[src/hdl/shs_pkg.sv]
// ----------------------------------------------------------------------------
// shs_pkg
// types, constants and the half-step coil table of the stepper sequencer
// ----------------------------------------------------------------------------
package shs_pkg;

  localparam int unsigned STEPS_PER_REV_DEF = 4096;

  localparam int unsigned ANGLE_W   = 9;
  localparam int unsigned COIL_W    = 4;
  localparam int unsigned PHASE_W   = 3;
  localparam int unsigned PERIOD_W  = 16;
  localparam int unsigned STEPS_W   = 13;

  localparam logic [ANGLE_W-1:0]  MAX_ANGLE   = 9'd360;
  localparam logic [STEPS_W-1:0]  STEPS_MAX   = 13'h1FFF;
  localparam logic [PERIOD_W-1:0] PERIOD_RST  = 16'd2;

  // angle * remainder is below 360 * 360, so 17 bits hold it
  localparam int unsigned REM_PROD_W = 17;
  // floor(z / 45) = (z * RECIP_45) >> RECIP_SHIFT, exact for z below 2**14
  localparam int unsigned RECIP_45    = 23302;
  localparam int unsigned RECIP_SHIFT = 20;
  localparam int unsigned QUOT_W      = 9;

  typedef enum logic [1:0] {
    MODE_TICK   = 2'd0,
    MODE_START  = 2'd1,
    MODE_ROTATE = 2'd2,
    MODE_STOP   = 2'd3
  } mode_t;

  typedef struct packed {
    mode_t              mode;
    logic               direction;
    logic [ANGLE_W-1:0] angle_deg;
  } cmd_t;

  typedef struct packed {
    logic [COIL_W-1:0] coils;
    logic              running;
    logic              stepped;
    logic              state_event;
  } rsp_t;

  function automatic logic [COIL_W-1:0] half_step_coils(input logic [PHASE_W-1:0] ph);
    logic [COIL_W-1:0] c;
    case (ph)
      3'd0:    c = 4'h1;
      3'd1:    c = 4'h3;
      3'd2:    c = 4'h2;
      3'd3:    c = 4'h6;
      3'd4:    c = 4'h4;
      3'd5:    c = 4'hC;
      3'd6:    c = 4'h8;
      default: c = 4'h9;
    endcase
    return c;
  endfunction

endpackage

[src/hdl/shs_ifs.sv]
// ----------------------------------------------------------------------------
// shs_cmd_if / shs_rsp_if
// valid/ready channels carrying sequencer events and results
// ----------------------------------------------------------------------------
interface shs_cmd_if;
  logic          valid;
  logic          ready;
  shs_pkg::cmd_t payload;

  modport source (output valid, output payload, input ready);
  modport sink   (input valid, input payload, output ready);
endinterface

interface shs_rsp_if;
  logic          valid;
  logic          ready;
  shs_pkg::rsp_t payload;

  modport source (output valid, output payload, input ready);
  modport sink   (input valid, input payload, output ready);
endinterface

[src/hdl/stepper_half_step_sequencer.sv]
// ----------------------------------------------------------------------------
// stepper_half_step_sequencer
// half-step driver for a four-coil unipolar stepper motor
// ----------------------------------------------------------------------------
// Usage:
//   cmd carries one event per transfer: tick, continuous start, rotate by
//   angle or stop. rsp returns exactly one result per event, in order, with
//   the coil levels, the run flag, a stepped flag and a run-state event flag.
//   tick_period_we / tick_period_wdata load the ticks between half steps;
//   write it only while no event is in flight.
//   A cmd transfer loads the input register (constant multiplies of the
//   saturated angle sit in front of it); the result register (reciprocal
//   multiply for the /360 and state update) is loaded from it whenever rsp
//   can take a new result, and rsp valid rises when it is loaded.
//   Throughput is one event per cycle while rsp does not stall.
//   When rsp stalls, the result register holds and the input register can
//   still take one more event, after which cmd.ready drops.
//   Reset (rst, synchronous) clears phase, coils, run state, counters and
//   both stage valids, and sets tick_period to 2.
// ----------------------------------------------------------------------------
module stepper_half_step_sequencer #(
  parameter int unsigned STEPS_PER_REV = shs_pkg::STEPS_PER_REV_DEF
) (
  input  logic                           clk,
  input  logic                           rst,
  shs_cmd_if.sink                        cmd,
  shs_rsp_if.source                      rsp,
  input  logic                           tick_period_we,
  input  logic [shs_pkg::PERIOD_W-1:0]   tick_period_wdata
);
  import shs_pkg::*;

  localparam int unsigned SPR_QUOT = STEPS_PER_REV / 360;
  localparam int unsigned SPR_REM  = STEPS_PER_REV % 360;
  localparam int unsigned BASE_W   = $clog2(STEPS_PER_REV + 1);

  // configuration and motor state
  logic [PERIOD_W-1:0] tick_period;
  logic [PHASE_W-1:0]  phase, phase_next;
  logic [COIL_W-1:0]   coil_levels, coil_levels_next;
  logic                run_flag, run_flag_next;
  logic [PERIOD_W-1:0] tick_count, tick_count_next;
  logic [STEPS_W-1:0]  steps_left, steps_left_next;
  logic                dir_ccw, dir_ccw_next;

  // input register
  logic                  s1_valid;
  mode_t                 s1_mode;
  logic                  s1_dir;
  logic [BASE_W-1:0]     s1_base;
  logic [REM_PROD_W-1:0] s1_rem_prod;

  logic advance;
  logic stepped_next, event_next;

  logic [ANGLE_W-1:0] angle_sat;
  logic [31:0]        base_full, rem_full, quot_full, total_full;
  logic [QUOT_W-1:0]  quot;
  logic [STEPS_W-1:0] steps_total;
  logic [PERIOD_W-1:0] tick_inc;

  assign advance   = s1_valid && (!rsp.valid || rsp.ready);
  assign cmd.ready = !s1_valid || advance;

  // stage 1: saturate angle, split angle*SPR/360 into angle*Q + angle*R/360
  always_comb begin
    angle_sat = (cmd.payload.angle_deg > MAX_ANGLE) ? MAX_ANGLE : cmd.payload.angle_deg;
    base_full = 32'(angle_sat) * 32'(SPR_QUOT);
    rem_full  = 32'(angle_sat) * 32'(SPR_REM);
  end

  always_ff @(posedge clk) begin
    if (rst) begin
      s1_valid <= 1'b0;
    end else if (cmd.ready) begin
      s1_valid <= cmd.valid;
    end
  end

  always_ff @(posedge clk) begin
    if (cmd.valid && cmd.ready) begin
      s1_mode     <= cmd.payload.mode;
      s1_dir      <= cmd.payload.direction;
      s1_base     <= base_full[BASE_W-1:0];
      s1_rem_prod <= rem_full[REM_PROD_W-1:0];
    end
  end

  // stage 2: finish the division by 360 and update the motor state
  always_comb begin
    quot_full   = 32'(s1_rem_prod[REM_PROD_W-1:3]) * 32'(RECIP_45);
    quot        = quot_full[RECIP_SHIFT +: QUOT_W];
    total_full  = 32'(s1_base) + 32'(quot);
    steps_total = (total_full > 32'(STEPS_MAX)) ? STEPS_MAX : total_full[STEPS_W-1:0];
    tick_inc    = tick_count + 1'b1;

    phase_next       = phase;
    coil_levels_next = coil_levels;
    run_flag_next    = run_flag;
    tick_count_next  = tick_count;
    steps_left_next  = steps_left;
    dir_ccw_next     = dir_ccw;
    stepped_next     = 1'b0;
    event_next       = 1'b0;

    unique case (s1_mode)
      MODE_TICK: begin
        if (run_flag) begin
          if (tick_inc >= tick_period) begin
            tick_count_next  = '0;
            phase_next       = dir_ccw ? phase - 1'b1 : phase + 1'b1;
            coil_levels_next = half_step_coils(phase_next);
            stepped_next     = 1'b1;
            if (steps_left != '0) begin
              steps_left_next = steps_left - 1'b1;
              // last counted step halts the motor
              if (steps_left_next == '0) begin
                run_flag_next    = 1'b0;
                dir_ccw_next     = 1'b0;
                coil_levels_next = '0;
                event_next       = 1'b1;
              end
            end
          end else begin
            tick_count_next = tick_inc;
          end
        end
      end
      MODE_START: begin
        dir_ccw_next  = s1_dir;
        run_flag_next = 1'b1;
      end
      MODE_ROTATE: begin
        if (steps_total == '0) begin
          run_flag_next    = 1'b0;
          steps_left_next  = '0;
          dir_ccw_next     = 1'b0;
          coil_levels_next = '0;
        end else begin
          steps_left_next = steps_total;
          dir_ccw_next    = s1_dir;
          run_flag_next   = 1'b1;
        end
        event_next = 1'b1;
      end
      MODE_STOP: begin
        run_flag_next    = 1'b0;
        steps_left_next  = '0;
        dir_ccw_next     = 1'b0;
        coil_levels_next = '0;
        event_next       = 1'b1;
      end
    endcase
  end

  always_ff @(posedge clk) begin
    if (rst) begin
      tick_period <= PERIOD_RST;
      phase       <= '0;
      coil_levels <= '0;
      run_flag    <= 1'b0;
      tick_count  <= '0;
      steps_left  <= '0;
      dir_ccw     <= 1'b0;
      rsp.valid   <= 1'b0;
    end else begin
      if (tick_period_we) begin
        tick_period <= tick_period_wdata;
      end
      if (advance) begin
        phase       <= phase_next;
        coil_levels <= coil_levels_next;
        run_flag    <= run_flag_next;
        tick_count  <= tick_count_next;
        steps_left  <= steps_left_next;
        dir_ccw     <= dir_ccw_next;
        rsp.valid   <= 1'b1;
      end else if (rsp.ready) begin
        rsp.valid <= 1'b0;
      end
    end
  end

  always_ff @(posedge clk) begin
    if (advance) begin
      rsp.payload.coils       <= coil_levels_next;
      rsp.payload.running     <= run_flag_next;
      rsp.payload.stepped     <= stepped_next;
      rsp.payload.state_event <= event_next;
    end
  end

endmodule
[src/flat_wrapper.sv]
// flat-port wrapper written by rule: the top's interface ports become plain ports
module stepper_half_step_sequencer_flat import shs_pkg::*;
#(
  parameter int unsigned STEPS_PER_REV = shs_pkg::STEPS_PER_REV_DEF
)
  (clk, rst, tick_period_we, tick_period_wdata, cmd_valid, cmd_payload, cmd_ready, rsp_valid, rsp_payload, rsp_ready);
  shs_cmd_if cmd_i ();
  shs_rsp_if rsp_i ();
  input  logic clk;
  input  logic rst;
  input  logic tick_period_we;
  input  logic [shs_pkg::PERIOD_W-1:0] tick_period_wdata;
  input wire logic [$bits(cmd_i.valid)-1:0] cmd_valid;
  input wire logic [$bits(cmd_i.payload)-1:0] cmd_payload;
  output wire logic [$bits(cmd_i.ready)-1:0] cmd_ready;
  output wire logic [$bits(rsp_i.valid)-1:0] rsp_valid;
  output wire logic [$bits(rsp_i.payload)-1:0] rsp_payload;
  input wire logic [$bits(rsp_i.ready)-1:0] rsp_ready;
  assign cmd_i.valid = cmd_valid;
  assign cmd_i.payload = cmd_payload;
  assign cmd_ready = cmd_i.ready;
  assign rsp_valid = rsp_i.valid;
  assign rsp_payload = rsp_i.payload;
  assign rsp_i.ready = rsp_ready;
  stepper_half_step_sequencer #(.STEPS_PER_REV(STEPS_PER_REV)) u_core (.clk(clk), .rst(rst), .cmd(cmd_i), .rsp(rsp_i), .tick_period_we(tick_period_we), .tick_period_wdata(tick_period_wdata));
endmodule
[config.mk]
export PLATFORM = sky130hd
export DESIGN_NAME = stepper_half_step_sequencer_flat
export DESIGN_NICKNAME = d
export VERILOG_FILES = /design/src/hdl/shs_pkg.sv /design/src/hdl/shs_ifs.sv /design/src/hdl/stepper_half_step_sequencer.sv /design/src/flat_wrapper.sv
export SDC_FILE = /design/constraint.sdc
export NUM_CORES = 1
export LEC_CHECK = 0
export ABC_AREA = 1
export ABC_CLOCK_PERIOD_IN_PS = 8430
export BUFFER_PORTS_ARGS = -buffer_cell sky130_fd_sc_hd__buf_2
export CAP_MARGIN = 5
export CORE_MARGIN = 2
export CORE_UTILIZATION = 50
export CTS_CLUSTER_SIZE = 25
export DETAILED_ROUTE_END_ITERATION = 10
export PLACE_DENSITY = 0.78
export SLEW_MARGIN = 20
export SYNTH_ARGS = -nofsm -noshare
export SYNTH_HDL_FRONTEND = slang
export SYNTH_SLANG_ARGS = --single-unit
[constraint.sdc]
create_clock -name clk -period 8.43 [get_ports clk]
set_input_delay 1.686 -clock clk [delete_from_list [all_inputs] [get_ports clk]]
set_output_delay 1.686 -clock clk [all_outputs]
set_load 0.005 [all_outputs]
==> metrics.yaml <==
global_route:
  overflow: 0
  grt_pass1_wl_um: 34400
  grt_pass1_vias: 7602
  grt_max_degree: 30
  grt_usage_pct: 20.9
  antenna_found_initial: 0
timing:
  hold_violations: 0
  skew_ns: 0.00843
  maxSlewViolCount: 0
  fin_setup_tns_ns: 0
  fmax_mhz: 143
  fin_crit_sh_pct: 83.1
  tightest_slew_ns: 1.08
  layout_setup_ws_ns: 1.43
  slew_headroom_pct: 27.5
  min_period_ns: 7.00
  rsz0062_at_grt: "no"
  setup_viol: 0
setup_path:
  r2r_start: "u_core.s1_rem_prod[6]"
  path_max_fanout: 7
  worstPathRequired_ns: 8.54
  start_kind: "flip-flop"
  crit_path_frequent_cell: "nand2_1"
  setup.worst_path.start: "u_core.s1_rem_prod[6]"
  crit_path_end_kind: "flip-flop"
  max_stage_delay_ns: 0.56
  crit_type: "flip-flop to flip-flop"
  slowest_stage: "fa_1"
  crit_arrival_ns: 7.11
clock_tree:
  tritoncts: "built"
  cts_root_buffer: "clkbuf_16"
  numCtsBuffers: 9
  clock-sinks: 92
  ctsResizeCount: 0
  cts_hold_buf: 0
  insertion_delay_ns: 0.35
  ctsHtreeMaxLevel: 3
  cts_buffer_depth: 2
  path_clk_slew_ns: 0.07
  post-cts-setup-buffer-count: 0
synth:
  ys_seq_area_share_pct: 23.1
  synth_ff_type: "dfxtp_1"
  yosysWarnings: 0
  syn-num-nets: 1448
  ys_types: 50
  ys_seq_elements: 92
  postSynthCellCount: 1191
  synthArstFlopShare_pct: 0
  synth_area_um2: 9520
  synth_edf_count: 36
  syn_avg_cell_area_um2: 7.99
floorplan:
  io_pins: 42
  rows: 50
  coreArea_um2: 18700
  dieArea_um2: 20100
  die_w_um: 142
  dieHeight_um: 142
  start_util_pct: 50.9
min_path:
  hold_class: "flip-flop to flip-flop"
  min-delay-start: "u_core.tick_period[5]"
final_layout:
  layout.nets: 1486
  fillers: 1651
  drive_gt1_share_pct: 7.62
  antenna_cells: 0
  synthToLayoutAreaGrowth_pct: 7.88
routing:
  wl_um: 19700
  drtIter0Drc: 384
  ant_nets: 0
  vias_per_cell: 5.22
  drc: 0
  wl_per_cell_um: 13.4
  via_count: 7657
  dr.pass1.iters: 5
placement:
  place_hpwl_um: 16000
  io_buffers: 41
  gp_congestion: 0.928
  pre_cts_slack_ns: 1.49
job:
  cap_violations: 0
run_status:
  status: "completed"
## cell families (layout without fill, tap and decap cells)
family	after synthesis	count (layout)	share of synthesized area (%)
simple gates	391	391	18.2
flops	92	92	23.1
fa+ha+maj	224	224	33.5
other cells	1	1	0.0394
compound gates	181	181	10.5
buf+inv	256	299	10.3
xor+xnor	46	46	4.31
## synthesized netlist by cell type, types with 17 or more instances
cell      number  share of area (%)
inv_1        234                9.2
nand2_1      192                7.6
ha_1         173                 23
nor2_1        95                3.7
a21oi_1       92                4.8
dfxtp_1       56                 12
fa_1          51                 11
nand3_1       51                2.7
o21ai_0       48                2.5
edfxtp_1      36                 11
xor2_1        36                3.3
a22oi_1       17                1.3
## worst max-delay path: cells and delay by family (launching register included)
kind	cells	cell delay, ns
xor gates and xnor gates	1	0.21
adders and majority gates	8	3.46
and+or+nand+nor	15	1.58
DFF	1	0.50
AOI/OAI and AO/OA	3	0.72
buffers and inverters	4	0.28
## path summary, 6_finish.rpt
| check | to | slack (ns) | cells after the start |
|---|---|---|---|
| max | u_core.rsp.payload[4] | 1.43 | 31 |
| min | u_core.tick_period[5] | 0.46 | 2 |
| max reg2reg | u_core.rsp.payload[4] | 1.43 | 31 |
| min reg2reg | u_core.tick_period[5] | 0.46 | 2 |
## layout by cell type (no fill, tap or decap), types with 3 or more instances in the layout
| cell type | netlist | final |
|---|---|---|
| ha_1 | 173 | 173 |
| inv_2 | 7 | 7 |
| nand3_2 | 5 | 5 |
| a21oi_1 | 92 | 92 |
| nor2_1 | 95 | 95 |
| o21ai_0 | 48 | 48 |
| nor3_1 | 9 | 9 |
| nand2_1 | 192 | 192 |
| or2_2 | 3 | 3 |
| nor2_2 | 7 | 7 |
| edfxtp_1 | 36 | 36 |
| inv_1 | 234 | 233 |
| nor3_2 | 3 | 3 |
| fa_1 | 51 | 51 |
| dfxtp_1 | 56 | 56 |
| clkbuf_16 | 0 | 11 |
| nand3_1 | 51 | 51 |
| nand4_1 | 11 | 11 |
| nand2_2 | 3 | 3 |
| xor2_1 | 36 | 36 |
| xnor2_1 | 9 | 9 |
| a21o_1 | 3 | 3 |
| o21bai_1 | 4 | 4 |
| buf_2 | 1 | 41 |
| a22oi_1 | 17 | 17 |
## registers in the layout, summed over array words and instances, names as in the netlist
signal	cells
u_core.phase	3
u_core.s1_mode	2
u_core.dir_ccw	1
u_core.rsp.payload	7
u_core.rsp.valid	1
u_core.s1_rem_prod	13
u_core.run_flag	1
u_core.tick_count	16
u_core.s1_dir	1
u_core.s1_base	13
u_core.s1_valid	1
u_core.coil_levels	4
u_core.tick_period	16
u_core.steps_left	13
## cell type report
cell class	instances	area (µm²)	share of cell area, %
clock buffer	12	289	2.82
clock inverter	4	33.8	0.329
inverter	242	908	8.85
multi-input combinational	843	6330	61.7
sequential	92	2200	21.5
tap	234	293	2.85
timing repair buffer	41	205	2.00
## layer usage
| layer | vias to the layer above | global-route usage, % | part of all wire (%) |
|---|---|---|---|
| li1 | 3936 | - | - |
| met5 | - | 0 | 0 |
| met4 | 0 | 4.37 | 1.2 |
| met2 | 137 | 35.9 | 48 |
| met3 | 19 | 2.83 | 3.0 |
| met1 | 3565 | 28.3 | 48 |
## metrics by stage
stage	instances	utilization, %	instance area [µm²]	hold slack, ns
after floorplan	1191	-	9520	0.440
after global placement	1452	53.2	9940	0.455
after detailed placement	1452	53.2	9940	0.459
after CTS	1468	54.9	10300	0.469
after global routing	1468	54.9	10300	0.490
final	1468	54.9	10300	0.464
Power is not shown: default switching activity piles up to over one toggle a cycle in this logic, so the estimate is an artifact.
